$ cat src/rtl/cbrx_pkg.sv
// types, constants and codes shared by the checksummed block receiver
`timescale 1ns / 1ps
package cbrx_pkg;

  localparam int unsigned BLOCK_BYTES = 1024;
  localparam int unsigned IMAGE_BYTES = 2097152;
  localparam int unsigned NUM_BLOCKS  = (IMAGE_BYTES + BLOCK_BYTES - 1) / BLOCK_BYTES;

  localparam int unsigned POS_W  = $clog2(BLOCK_BYTES + 2);
  localparam int unsigned BLK_W  = $clog2(NUM_BLOCKS + 1);
  localparam int unsigned ADDR_W = 21;
  localparam int unsigned SUM_W  = 16;

  localparam logic [7:0] ACK_BYTE    = 8'hDA;
  localparam logic [7:0] NAK_BYTE    = 8'h00;
  localparam logic [7:0] CANCEL_BYTE = 8'hCC;
  localparam logic [7:0] MODEL_MARK  = 8'h20;
  localparam int unsigned MODEL_ADDR = 5;

  localparam logic KIND_STORE = 1'b0;
  localparam logic KIND_REPLY = 1'b1;

  typedef enum logic [1:0] {
    OP_BYTE   = 2'd0,
    OP_ERROR  = 2'd1,
    OP_CANCEL = 2'd2
  } opcode_e;

  typedef enum logic [1:0] {
    PH_RECEIVING = 2'd0,
    PH_COMPLETE  = 2'd1,
    PH_CANCELLED = 2'd2
  } phase_e;

  typedef struct packed {
    logic [1:0] opcode;
    logic [7:0] rx_byte;
  } in_word_t;

  typedef struct packed {
    logic              kind;
    logic [ADDR_W-1:0] store_address;
    logic [7:0]        store_byte;
    logic [7:0]        reply_byte;
    logic              model_flag;
    logic              complete;
    logic              cancelled;
  } out_word_t;

  typedef struct packed {
    logic [POS_W-1:0]  pos;
    logic [SUM_W-1:0]  sum;
    logic [7:0]        chk_hi;
    logic [BLK_W-1:0]  blk;
    logic [ADDR_W-1:0] base;
    logic              none_yet;
    logic              model;
    phase_e            phase;
  } rx_state_t;

endpackage

$ cat src/rtl/cbrx_if.sv
// valid/ready channel interfaces for input and result words
`timescale 1ns / 1ps
interface cbrx_in_if;
  logic       valid;
  logic       ready;
  logic [1:0] opcode;
  logic [7:0] rx_byte;

  modport source (output valid, output opcode, output rx_byte, input ready);
  modport sink (input valid, input opcode, input rx_byte, output ready);
endinterface

interface cbrx_out_if;
  logic        valid;
  logic        ready;
  logic        kind;
  logic [20:0] store_address;
  logic [7:0]  store_byte;
  logic [7:0]  reply_byte;
  logic        model_flag;
  logic        complete;
  logic        cancelled;

  modport source (output valid, output kind, output store_address, output store_byte,
                  output reply_byte, output model_flag, output complete,
                  output cancelled, input ready);
  modport sink (input valid, input kind, input store_address, input store_byte,
                input reply_byte, input model_flag, input complete, input cancelled,
                output ready);
endinterface

$ cat src/rtl/checksummed_block_receiver_unit.sv
// checksummed block receiver: top level with input and result registers
//
// in_i carries one word per handshake: an opcode (received byte, receive error,
// cancel) and the received byte. out_o delivers at most one word per input word:
// either a data byte to store with its image address, or a reply byte for the
// link (ack, nak or cancel) with the model, complete and cancelled flags.
// A word is taken into an input register, processed by a single level of logic
// against the receiver state, and its result is loaded into an output register.
// One word is accepted every cycle unless out_o stalls; the input register moves
// on whenever the output register is empty, is being read, or the word produces
// no result. If the receiver stalls out_o, the input register holds one more word
// and then in_i.ready drops until the output register is read.
// Reset clears the state to the start of block 0 with nothing received yet.
// After completion or cancel every word is consumed with no result until reset.
`timescale 1ns / 1ps
module checksummed_block_receiver_unit (
  input  logic       clk_i,
  input  logic       rst_ni,
  cbrx_in_if.sink    in_i,
  cbrx_out_if.source out_o
);
  import cbrx_pkg::*;

  logic      in_valid_q;
  in_word_t  in_q;
  rx_state_t state_q, state_d;
  logic      out_valid_q;
  out_word_t out_q;
  logic      has_res;
  out_word_t res;
  logic      advance;

  cbrx_step u_step (
    .state_i   (state_q),
    .word_i    (in_q),
    .state_o   (state_d),
    .has_res_o (has_res),
    .res_o     (res)
  );

  assign advance     = in_valid_q && (!has_res || !out_valid_q || out_o.ready);
  assign in_i.ready  = !in_valid_q || advance;

  always_ff @(posedge clk_i or negedge rst_ni) begin
    if (!rst_ni) begin
      in_valid_q     <= 1'b0;
      out_valid_q    <= 1'b0;
      state_q.pos      <= '0;
      state_q.sum      <= '0;
      state_q.chk_hi   <= '0;
      state_q.blk      <= '0;
      state_q.base     <= '0;
      state_q.none_yet <= 1'b1;
      state_q.model    <= 1'b0;
      state_q.phase    <= PH_RECEIVING;
    end else begin
      if (in_i.ready) begin
        in_valid_q <= in_i.valid;
      end
      if (advance) begin
        state_q <= state_d;
      end
      if (advance && has_res) begin
        out_valid_q <= 1'b1;
      end else if (out_o.ready) begin
        out_valid_q <= 1'b0;
      end
    end
  end

  always_ff @(posedge clk_i) begin
    if (in_i.ready && in_i.valid) begin
      in_q.opcode  <= in_i.opcode;
      in_q.rx_byte <= in_i.rx_byte;
    end
    if (advance && has_res) begin
      out_q <= res;
    end
  end

  assign out_o.valid         = out_valid_q;
  assign out_o.kind          = out_q.kind;
  assign out_o.store_address = out_q.store_address;
  assign out_o.store_byte    = out_q.store_byte;
  assign out_o.reply_byte    = out_q.reply_byte;
  assign out_o.model_flag    = out_q.model_flag;
  assign out_o.complete      = out_q.complete;
  assign out_o.cancelled     = out_q.cancelled;

  // byte position never runs past the checksum low byte
  assert property (@(posedge clk_i) disable iff (!rst_ni)
    state_q.pos <= POS_W'(BLOCK_BYTES + 1))
    else $error("byte position out of range");

  // once stopped, no new result is produced
  assert property (@(posedge clk_i) disable iff (!rst_ni)
    (state_q.phase != PH_RECEIVING) && !out_valid_q |=> !out_valid_q)
    else $error("result after transfer stopped");

  // completion only on an ack reply
  assert property (@(posedge clk_i) disable iff (!rst_ni)
    out_valid_q && out_q.complete |-> out_q.kind == KIND_REPLY && out_q.reply_byte == ACK_BYTE)
    else $error("complete flag on a non-ack word");

  // a store word carries no reply byte and no complete or cancelled flag
  assert property (@(posedge clk_i) disable iff (!rst_ni)
    out_valid_q && out_q.kind == KIND_STORE |->
      out_q.reply_byte == NAK_BYTE && !out_q.complete && !out_q.cancelled)
    else $error("store word with reply fields set");

  // a pending result is not overwritten while stalled
  assert property (@(posedge clk_i) disable iff (!rst_ni)
    out_valid_q && !out_o.ready |-> !(advance && has_res))
    else $error("result register overwritten");

endmodule

$ cat src/rtl/cbrx_step.sv
// next-state and result logic for one received word
`timescale 1ns / 1ps
module cbrx_step (
  input  cbrx_pkg::rx_state_t state_i,
  input  cbrx_pkg::in_word_t  word_i,
  output cbrx_pkg::rx_state_t state_o,
  output logic                has_res_o,
  output cbrx_pkg::out_word_t res_o
);
  import cbrx_pkg::*;

  always_comb begin
    state_o   = state_i;
    has_res_o = 1'b0;
    res_o     = '0;
    if (state_i.phase == PH_RECEIVING) begin
      case (word_i.opcode)
        OP_CANCEL: begin
          state_o.phase   = PH_CANCELLED;
          has_res_o       = 1'b1;
          res_o.kind      = KIND_REPLY;
          res_o.reply_byte = CANCEL_BYTE;
          res_o.cancelled = 1'b1;
        end
        OP_ERROR: begin
          if (!state_i.none_yet) begin
            state_o.pos      = '0;
            state_o.sum      = '0;
            state_o.chk_hi   = '0;
            has_res_o        = 1'b1;
            res_o.kind       = KIND_REPLY;
            res_o.reply_byte = NAK_BYTE;
          end
        end
        OP_BYTE: begin
          if (state_i.pos < POS_W'(BLOCK_BYTES)) begin
            // data byte
            if (state_i.blk == '0 && state_i.pos == POS_W'(MODEL_ADDR)) begin
              state_o.model = (word_i.rx_byte == MODEL_MARK);
            end
            state_o.sum         = state_i.sum + SUM_W'(word_i.rx_byte);
            state_o.pos         = state_i.pos + POS_W'(1);
            state_o.none_yet    = 1'b0;
            has_res_o           = 1'b1;
            res_o.kind          = KIND_STORE;
            res_o.store_address = state_i.base + ADDR_W'(state_i.pos);
            res_o.store_byte    = word_i.rx_byte;
          end else if (state_i.pos == POS_W'(BLOCK_BYTES)) begin
            state_o.chk_hi = word_i.rx_byte;
            state_o.pos    = state_i.pos + POS_W'(1);
          end else begin
            // checksum low byte closes the block
            state_o.pos    = '0;
            state_o.sum    = '0;
            state_o.chk_hi = '0;
            has_res_o      = 1'b1;
            res_o.kind     = KIND_REPLY;
            if ({state_i.chk_hi, word_i.rx_byte} == state_i.sum) begin
              state_o.blk      = state_i.blk + BLK_W'(1);
              state_o.base     = state_i.base + ADDR_W'(BLOCK_BYTES);
              res_o.reply_byte = ACK_BYTE;
              if (state_i.blk == BLK_W'(NUM_BLOCKS - 1)) begin
                state_o.phase  = PH_COMPLETE;
                res_o.complete = 1'b1;
              end
            end else begin
              res_o.reply_byte = NAK_BYTE;
            end
          end
        end
        default: begin
          has_res_o = 1'b0;
        end
      endcase
    end
    res_o.model_flag = state_o.model;
  end

endmodule

$ cat src/flat_wrapper.sv
// flat-port wrapper written by rule: the top's interface ports become plain ports
module checksummed_block_receiver_unit_flat import cbrx_pkg::*;
  (clk_i, rst_ni, in_i_valid, in_i_opcode, in_i_rx_byte, in_i_ready, out_o_valid, out_o_kind, out_o_store_address, out_o_store_byte, out_o_reply_byte, out_o_model_flag, out_o_complete, out_o_cancelled, out_o_ready);
  cbrx_in_if in_i_i ();
  cbrx_out_if out_o_i ();
  input  logic clk_i;
  input  logic rst_ni;
  input wire logic [$bits(in_i_i.valid)-1:0] in_i_valid;
  input wire logic [$bits(in_i_i.opcode)-1:0] in_i_opcode;
  input wire logic [$bits(in_i_i.rx_byte)-1:0] in_i_rx_byte;
  output wire logic [$bits(in_i_i.ready)-1:0] in_i_ready;
  output wire logic [$bits(out_o_i.valid)-1:0] out_o_valid;
  output wire logic [$bits(out_o_i.kind)-1:0] out_o_kind;
  output wire logic [$bits(out_o_i.store_address)-1:0] out_o_store_address;
  output wire logic [$bits(out_o_i.store_byte)-1:0] out_o_store_byte;
  output wire logic [$bits(out_o_i.reply_byte)-1:0] out_o_reply_byte;
  output wire logic [$bits(out_o_i.model_flag)-1:0] out_o_model_flag;
  output wire logic [$bits(out_o_i.complete)-1:0] out_o_complete;
  output wire logic [$bits(out_o_i.cancelled)-1:0] out_o_cancelled;
  input wire logic [$bits(out_o_i.ready)-1:0] out_o_ready;
  assign in_i_i.valid = in_i_valid;
  assign in_i_i.opcode = in_i_opcode;
  assign in_i_i.rx_byte = in_i_rx_byte;
  assign in_i_ready = in_i_i.ready;
  assign out_o_valid = out_o_i.valid;
  assign out_o_kind = out_o_i.kind;
  assign out_o_store_address = out_o_i.store_address;
  assign out_o_store_byte = out_o_i.store_byte;
  assign out_o_reply_byte = out_o_i.reply_byte;
  assign out_o_model_flag = out_o_i.model_flag;
  assign out_o_complete = out_o_i.complete;
  assign out_o_cancelled = out_o_i.cancelled;
  assign out_o_i.ready = out_o_ready;
  checksummed_block_receiver_unit u_core (.clk_i(clk_i), .rst_ni(rst_ni), .in_i(in_i_i), .out_o(out_o_i));
endmodule
$ cat config.mk
export PLATFORM = sky130hd
export DESIGN_NAME = checksummed_block_receiver_unit_flat
export DESIGN_NICKNAME = d
export VERILOG_FILES = /design/src/rtl/cbrx_pkg.sv /design/src/rtl/cbrx_if.sv /design/src/rtl/checksummed_block_receiver_unit.sv /design/src/rtl/cbrx_step.sv /design/src/flat_wrapper.sv
export SDC_FILE = /design/constraint.sdc
export NUM_CORES = 1
export LEC_CHECK = 0
export BUFFER_PORTS_ARGS = -buffer_cell sky130_fd_sc_hd__buf_2
export CAP_MARGIN = 40
export CELL_PAD_IN_SITES_DETAIL_PLACEMENT = 1
export CELL_PAD_IN_SITES_GLOBAL_PLACEMENT = 1
export CORE_ASPECT_RATIO = 1.2
export CORE_MARGIN = 3
export CORE_UTILIZATION = 40
export DETAILED_ROUTE_END_ITERATION = 7
export GPL_ROUTABILITY_DRIVEN = 0
export PLACE_DENSITY = 0.77
export SLEW_MARGIN = 0
export SYNTH_ARGS = -nofsm -noshare
export SYNTH_HDL_FRONTEND = slang
export SYNTH_HIERARCHICAL = 1
export SYNTH_SLANG_ARGS = --single-unit
$ cat constraint.sdc
create_clock -name clk_i -period 5.4 [get_ports clk_i]
set_input_delay 0.27 -clock clk_i [delete_from_list [all_inputs] [get_ports clk_i]]
set_output_delay 0.27 -clock clk_i [all_outputs]
set_load 0.005 [all_outputs]
# Yosys cells after proc, flatten, opt, wreduce, memory -nomap -nowiden
# Cells that the tools add are included.
# word_totals
elab_cells	100
out_inout_bits	43
ff_bits	125
# classes
n_bitwise	5
add_sub_neg	5
reduce_logical	24
eq_ne	13
order_cmp	1
muxes	33
# op_table
cell	n
case mux 35 bit (2 select lines)	1
two-way mux 33 bit	2
two-way mux 41 bit	1
two-way mux 35 bit	1
two-way mux 8 bit	4
two-way mux 27 bit	1
adder 21 x 11 -> 21 bit	1
adder 21 x 11 -> 21 bit (second input constant)	1
adder 16 x 8 -> 16 bit	1
== test 16 bit	1
two-way mux 16 bit	1
case mux 8 bit (2 select lines)	1
adder 12 x 1 -> 12 bit (second input constant)	1
== test 12 x 11 -> 1 bit (second input constant)	1
zero test 12 bit	1
two-way mux 1 bit	12
adder 11 x 1 -> 11 bit (second input constant)	1
== test 11 bit (second input constant)	1
== test 11 x 3 -> 1 bit (second input constant)	1
less-than comparator 11 bit (second input constant)	1
two-way mux 11 bit	1
!= test 2 bit (second input constant)	5
AND reduction 5 bit	2
== test 8 x 6 -> 1 bit (second input constant)	1
18 further kinds	37

# Logic depth before layout (Yosys ltp)
# Gate-level depths: netlist of run 1.
# logic_depth
depth_word	11
ltp_mapped	12
depth_no_buf	11

# Hierarchy
# Netlist of run 1, hierarchy kept.
# modules_own_cells
module	cells_each	n_inst	area_per_inst_um2
checksummed_block_receiver_unit	470	1	5963.2
cbrx_step	433	1	2855.2

# Worst setup path after synthesis of run 1
# Ideal clock, no wire load.
# synth_path
path_type	register to register
from	reg u_core/state_q[61] (netlist name)
to	reg u_core.out_q, in the netlist u_core/out_o.cancelled, enable pin
t_arrival_ps	3368
t_required_ps	4960
path_slack_ps	1592
n_path_buf	1
synth_period_minus_slack_ps	3808
stages_incl_launch_ff	10
path_cell_list	dfrtp_1 inv_1 ha_1 or2b_1 nor4_2 a21o_1 a21oi_1 buf_2 nand2_1 nor2_1
# synth_via
elab_chain_cells	10
word_cells_on_any_way	11
cone_classes	order compare (1); eq/ne (1); mux (4); reduce/logical (5)
# synth_lines
element	line	rtl
start: declaration	checksummed_block_receiver_unit.sv:26	rx_state_t state_q, state_d;
start signal: assignment	checksummed_block_receiver_unit.sv:61	state_q <= state_d;
branches (longest 2 deep; another with less-than comparator 11 bit)	--	
two-way mux 1 bit (*)	cbrx_step.sv:36	if (state_i.pos < POS_W'(BLOCK_BYTES)) begin
case mux 1 bit (3 select lines) (*)	cbrx_step.sv:17	case (word_i.opcode)
two-way mux 1 bit (*)	cbrx_step.sv:16	if (state_i.phase == PH_RECEIVING) begin
via u_core.has_res	checksummed_block_receiver_unit.sv:29	logic has_res;
zero test 1 bit	checksummed_block_receiver_unit.sv:41	assign advance = in_valid_q && (!has_res || !out_valid_q || out_o.ready);
logical OR 1 bit (2 in a row)	checksummed_block_receiver_unit.sv:41	
logical AND 1 bit	checksummed_block_receiver_unit.sv:41	
logical AND 1 bit (*)	checksummed_block_receiver_unit.sv:76	if (advance && has_res) begin
end signal: assignment	checksummed_block_receiver_unit.sv:77	out_q <= res;
end: declaration	checksummed_block_receiver_unit.sv:28	out_word_t out_q;
# Mark *: on every way through the listed nets, which the timed path passes.
# A chain may end at the register's enable or synchronous reset.

# Worst setup path after layout of run 1
# layout_path
from	reg u_core/state_q[62] (netlist name)
to	reg u_core/state_q[62] (netlist name)
# layout_via
elab_chain_cells	10
word_cells_on_any_way	15
cone_classes	add/sub (1); order compare (1); eq/ne (1); mux (7); reduce/logical (5)
# layout_lines
element	line
branches (longest 2 deep; another with less-than comparator 11 bit)	--
two-way mux 1 bit (*)	cbrx_step.sv:36
case mux 1 bit (3 select lines) (*)	cbrx_step.sv:17
two-way mux 1 bit (*)	cbrx_step.sv:16
via u_core.has_res	checksummed_block_receiver_unit.sv:29
zero test 1 bit (*)	checksummed_block_receiver_unit.sv:41
logical OR 1 bit (*) (2 in a row)	checksummed_block_receiver_unit.sv:41
logical AND 1 bit (*)	checksummed_block_receiver_unit.sv:41
AND reduction 4 bit (no source line) (*)	--
# Marked as above.

==> run_results.csv, run 1 <==
group,metric,value,unit
setup_path,cp-endpoint,"u_core/state_q[62]",
floorplan,die_x,142,um
logic_synthesis,synth_common_cells,"120 x nand2_1, 76 x nand2b_1, 73 x dfrtp_1, 72 x nand4b_1, 70 x o211ai_2",
routing,wl_per_cell,21.0,um
run,maxCapViolCount,0,
setup_path,r2r_end,"u_core/state_q[62]",
floorplan,dieArea,0.0239,mm^2
floorplan,ioPinCount,57,
place,io_buffers,56,
hold_path,worstHoldStart,"in_i_rx_byte[5]",
logic_synthesis,synth.area.top_cells,"dfrtp_1 21%, edfxtp_1 17%, o211ai_2 9.9%",
power,switching_share,0.422,
routing,drt_wl_total,25200,um
sta,layout_min_cycle_time,3.40,ns
global_route,grt_pass1_vias,7561,
logic_synthesis,ys_types,71,
place,dp_hpwl,16200,um
floorplan,core_area,0.0213,mm^2
floorplan,dieHeight,169,um
power,clkPwrFrac,0.245,
layout,utilization,0.454,
layout,antenna_cells,0,
setup_path,reg2reg_from,"u_core/state_q[62]",
sta,drv_slew,0,
setup_path,worstSetupPathType,"reg -> reg",
place,place_area,0.00908,mm^2
floorplan,start_util,0.413,
cts,cts_tree,"built",
power,switchingPower,2.01,mW
routing,vias_per_cell,6.10,
logic_synthesis,ys_seq_area_frac,0.384,
place,pre_cts_slack,2.01,ns
cts,clockRootBuffer,"clkbuf_16",
routing,ant_nets,0,
sta,setup_ws,2.00,ns
setup_path,required,5.68,ns
cts,cts_inserted_buffers,17,
setup_path,crit_start,"u_core/state_q[62]",
sta,grt_setup_unrepaired,"no",
sta,hold_violations,0,
sta,worstMarginPinSlew,0.879,ns
setup_path,rrSetupSlack,2.00,ns
power,irDropWorstVdd,0.323,mV
layout,fin_nets,953,
logic_synthesis,synth_edf_count,51,
logic_synthesis,ys_warn_count,6,
cts,clkTransAtPathRegs,0.06,ns
setup_path,r2r_cells,10,
cts,clk_latency,0.43,ns
logic_synthesis,synthArstFlopShare,0.592,
logic_synthesis,synth_area_leader_cell,"dfrtp_1",
power,internal_power,2.75,mW
setup_path,cp-start-kind,"register",
power,total_power,4.75,mW
logic_synthesis,syn-instance-count,903,
sta,fmax,0.294,GHz
setup_path,crit_fanout,44,
power,power_density,490,mW/mm^2
logic_synthesis,synthMostInstantiatedCell,"nand2_1",
sta,setup_viol,0,
layout,synthToLayoutAreaGrowth,9.93,%
floorplan,std_cell_rows,58,
sta,finClkSkew,0.0136,ns
routing,drtPass1Iterations,5,
global_route,track_usage,0.213,
power,p_leak,3.97,nW
routing,drc_errors,0,
logic_synthesis,synth_ff_type,"dfrtp_1",
global_route,grt_overflow,0,
power,comb_power_share,0.380,
layout,fillers,2443,
setup_path,cp-end-kind,"register",
status,status,"finished clean",
power,pwr-share-seq,0.375,
logic_synthesis,postSynthAreaPerCell,9.77,um^2
cts,clock_sinks,125,
logic_synthesis,synth_top_area_share,0.207,
setup_path,cp_data_arrival_time,3.69,ns
hold_path,holdCritPathClass,"in -> reg",
global_route,grt_pass1_wl,41000,um
layout,final_cell_area,0.00969,mm^2
cts,htreeDepth,4,
routing,drtIter0Drc,504,
layout,drive_gt1_frac,0.214,
cts,clockBufferDepth,2,
global_route,antenna_found_initial,0,
routing,vias,7290,
sta,tns,0,ns
logic_synthesis,netlist_area,0.00882,mm^2
sta,period_share,0.630,
sta,slew_headroom,0.408,
global_route,grt_max_degree,94,
logic_synthesis,ys_ff_latch,125,
[per-stage QoR]
| step | instances | hold WS [ns] |
|---|---|---|
| detailed placement | 1160 | 0.211 |
| floorplan | 904 | -0.0256 |
| global route | 1195 | 0.0106 |
| finish | 1195 | 0.0148 |
| global placement | 1159 | 0.211 |
| CTS | 1195 | 0.00426 |
[flip-flops by register name, summed over array words and instances (netlist names)]
name / count
u_core/in_valid_q: 1
u_core/out_o.store_address: 21
u_core/state_q: 72
u_core/out_o.model_flag: 1
u_core/in_q: 10
u_core/out_o.store_byte: 8
u_core/out_o.complete: 1
u_core/out_o.valid: 1
u_core/out_o.cancelled: 1
u_core/out_o.reply_byte: 8
u_core/out_o.kind: 1
[cell families (layout without fill, tap and decap cells)]
logic type,Yosys count,count (layout),synth area share
AO/OA/AOI/OAI,192,192,0.191
XOR/XNOR,44,44,0.0437
adder cells (fa/ha/maj),27,27,0.0400
buffers and inverters,98,119,0.0648
flip-flops,125,125,0.384
multiplexers,4,4,0.00468
other,1,2,0.000425
AND/OR/NAND/NOR,412,412,0.272
[critical path: stages, from the launching register on]
cell      delay [ns]
dfrtp_1         0.46
inv_1           0.15
ha_1            0.20
or2b_1          0.25
nor4_2          0.07
a21o_1          0.23
a21oi_4         0.15
buf_4           0.45
and3b_4         0.73
buf_12          0.38
o211ai_1        0.15
[what timing repair did]
item | CTS | global route
hold buffers | 3 | 0
endpoints found under the hold margin | 26 | 0
setup buffers | 0 | 0
resized for setup | 0 | 0
[per-layer routing]
layer | vias to the layer above | share of wire | track usage
met5 | - | 0 | 0
met4 | 0 | 0.020 | 0.0710
met3 | 31 | 0.033 | 0.0280
met2 | 187 | 0.52 | 0.372
met1 | 3751 | 0.43 | 0.272
li1 | 3321 | - | -
[how the worst min path moves through the flow]
stage                                    end  slack [ns]  cells past startpoint
after CTS                     u_core/in_q[3]       0.004                      1
after global routing          u_core/in_q[8]        0.01                      1
after global placement    u_core/state_q[50]        0.21                      1
after detailed placement  u_core/state_q[50]        0.21                      1
final                         u_core/in_q[5]        0.01                      1
after floorplan            u_core/in_valid_q       -0.03                      0
[power groups by stage]
stage	Combinational [mW]	Clock [mW]	Sequential, mW
detailed placement	1.78	0	1.79
finish	1.81	1.16	1.78
floorplan	1.47	0	1.60
CTS	1.80	1.19	1.78
global route	1.99	1.23	1.84
global placement	1.70	0	1.77
[cell type report]
type                    count  area (um^2)  area share
clock inverters            12          148      0.0152
flip-flops and latches    125         3390       0.350
inverters                  16         60.1     0.00620
clock buffers              20          437      0.0450
well taps                 270          338      0.0348
repair buffers             71          428      0.0441
multi-input cells         681         4890       0.505
[cells in the final DEF (no fill, tap or decap), types with 5 or more instances in the layout]
cell type | synthesis | layout
nor2_1 | 34 | 33
a211oi_1 | 5 | 5
xnor2_1 | 36 | 36
a21oi_1 | 24 | 23
a21o_1 | 7 | 7
ha_1 | 25 | 25
buf_2 | 33 | 55
nand3_1 | 22 | 22
a22o_1 | 9 | 9
nand4_1 | 16 | 16
nor3_1 | 8 | 8
xor2_1 | 8 | 8
clkinvlp_4 | 0 | 5
nand2_1 | 120 | 120
and3_1 | 22 | 22
clkbuf_16 | 0 | 17
inv_1 | 16 | 16
edfxtp_1 | 51 | 51
and2_1 | 5 | 5
a31oi_1 | 6 | 6
o211ai_2 | 70 | 70
nand2b_1 | 76 | 76
dfrtp_1 | 73 | 71
nor2b_1 | 6 | 6
buf_4 | 21 | 11
nand4b_1 | 72 | 72
o21ai_0 | 37 | 37
(Power assumes the default switching activity.)
==> run 2: changes to the inputs <==
==> constraint.sdc (replaced) <==
create_clock -name clk_i -period 3.2 [get_ports clk_i]
set_input_delay 0.16 -clock clk_i [delete_from_list [all_inputs] [get_ports clk_i]]
set_output_delay 0.16 -clock clk_i [all_outputs]
set_load 0.005 [all_outputs]
==> run_results.csv, run 2 (synthesis results as in run 1) <==
group,metric,value,unit
status,status,"finished clean",
floorplan,dieArea,0.0239,mm^2
floorplan,core_area,0.0213,mm^2
layout,synthToLayoutAreaGrowth,12.8,%
setup_path,path_buf_inv,2,
global_route,antenna_found_initial,0,
sta,finClkSkew,0.00887,ns
setup_path,crit_slowest_cell,"or4_4",
sta,tns,0,ns
routing,wl_per_cell,20.6,um
setup_path,reg2reg_from,"u_core/in_q[0]",
sta,setup_viol,0,
global_route,grt_pass1_vias,7751,
routing,vias_per_cell,5.98,
cts,clockBufferDepth,2,
cts,clockRootBuffer,"clkbuf_16",
setup_path,r2r_cells,11,
routing,drtIter0Drc,430,
power,irDropWorstVdd,0.481,mV
cts,ctsResizeCount,0,
layout,fin_nets,977,
layout,regMostFlops,"u_core/state_q",
sta,worstMarginPinSlew,0.646,ns
power,clkPwrFrac,0.249,
setup_path,cp-end-kind,"primary output",
cts,clock_sinks,125,
layout,largest_register_ffs,72,
routing,drt_wl_total,25100,um
setup_path,cp_cell_sequence,"or4_4, nor4_2, a21o_1, a21oi_4, buf_12, nand3_1, buf_2",
hold_path,holdCritPathClass,"in -> async",
floorplan,die_x,142,um
power,internal_power,4.75,mW
sta,grt_setup_unrepaired,"no",
floorplan,ioPinCount,57,
setup_path,rrSetupSlack,0.33,ns
setup_path,crit_start,"u_core/state_q[68]",
power,switching_share,0.420,
global_route,grt_overflow,0,
power,pwr-share-seq,0.366,
layout,drive_gt1_frac,0.227,
layout,utilization,0.466,
power,power_density,822,mW/mm^2
cts,cts_inserted_buffers,17,
layout,antenna_cells,0,
power,p_leak,4.11,nW
sta,slew_headroom,0.565,
cts,clkTransAtPathRegs,0.06,ns
power,comb_power_share,0.385,
power,total_power,8.18,mW
global_route,grt_pass1_wl,41400,um
setup_path,crit_path_max_incr_delay,0.62,ns
global_route,track_usage,0.216,
sta,fmax,0.346,GHz
sta,period_share,0.902,
cts,clk_latency,0.43,ns
setup_path,cp-start-kind,"register",
sta,layout_min_cycle_time,2.89,ns
cts,htreeDepth,4,
floorplan,start_util,0.413,
layout,final_cell_mix,"120 x nand2_1, 76 x nand2b_1, 72 x nand4b_1, 71 x dfrtp_1, 70 x o211ai_2",
cts,cts_hold_buf,12,
routing,vias,7289,
setup_path,worstSetupPathType,"reg -> out",
routing,ant_nets,0,
sta,hold_violations,0,
floorplan,dieHeight,169,um
global_route,grt_max_degree,60,
cts,post-cts-setup-buffer-count,0,
sta,drv_slew,0,
floorplan,std_cell_rows,58,
place,dp_hpwl,16000,um
setup_path,crit_family,"simple AND/OR/NAND/NOR gates",
place,io_buffers,56,
setup_path,r2r_end,"u_core/state_q[59]",
power,switchingPower,3.43,mW
setup_path,cp_data_arrival_time,2.73,ns
cts,cts_tree,"built",
layout,layout_commonest_cell,"nand2_1",
routing,drtPass1Iterations,5,
routing,drc_errors,0,
setup_path,crit_fanout,59,
setup_path,required,3.04,ns
run,maxCapViolCount,0,
run 2: per-layer routing:
layer | GRT usage | vias up | share of wire
met5 | 0 | - | 0
met4 | 0.0843 | 0 | 0.026
met3 | 0.0342 | 53 | 0.039
met2 | 0.374 | 173 | 0.51
met1 | 0.268 | 3690 | 0.43
li1 | - | 3373 | -
run 2: power by group through the flow:
| stage | Combinational (mW) | Clock [mW] | Sequential (mW) |
|---|---|---|---|
| 2_1_floorplan | 2.48 | 0 | 2.69 |
| 3_3_place_gp | 3.00 | 0 | 2.96 |
| 3_5_place_dp | 3.10 | 0 | 2.99 |
| 4_1_cts | 3.15 | 2.08 | 2.98 |
| 5_1_grt | 3.46 | 2.17 | 3.09 |
| 6_report | 3.15 | 2.04 | 2.99 |
run 2: worst max-delay path by stage:
stage	endpoint	slack [ns]	cells past startpoint
floorplan	u_core/out_o.cancelled	0.07	9
global placement	u_core/state_q[59]	0.46	11
detailed placement	u_core/state_q[59]	0.38	11
CTS	in_i_ready	0.32	7
global route	u_core/state_q[59]	0.09	11
finish	in_i_ready	0.31	7
run 2: layout make-up:
type | count | area, um^2
Clock buffer | 20 | 457
Clock inverter | 12 | 161
Fill cell | 2446 | 11400
Inverter | 16 | 60.1
Multi-Input combinational cell | 681 | 4890
Sequential cell | 125 | 3390
Tap cell | 270 | 338
Timing Repair Buffer | 95 | 643
run 2: stage by stage:
step / instance area (um^2) / hold WS, ns / setup WS [ns] / cells
after global routing: 9940 / 0.221 / 0.0881 / 1219
after CTS: 9940 / 0.197 / 0.316 / 1219
after floorplan: 8820 / -0.136 / 0.0651 / 904
after detailed placement: 9210 / 0.117 / 0.384 / 1175
final: 9940 / 0.186 / 0.312 / 1219
after global placement: 9190 / 0.337 / 0.458 / 1174
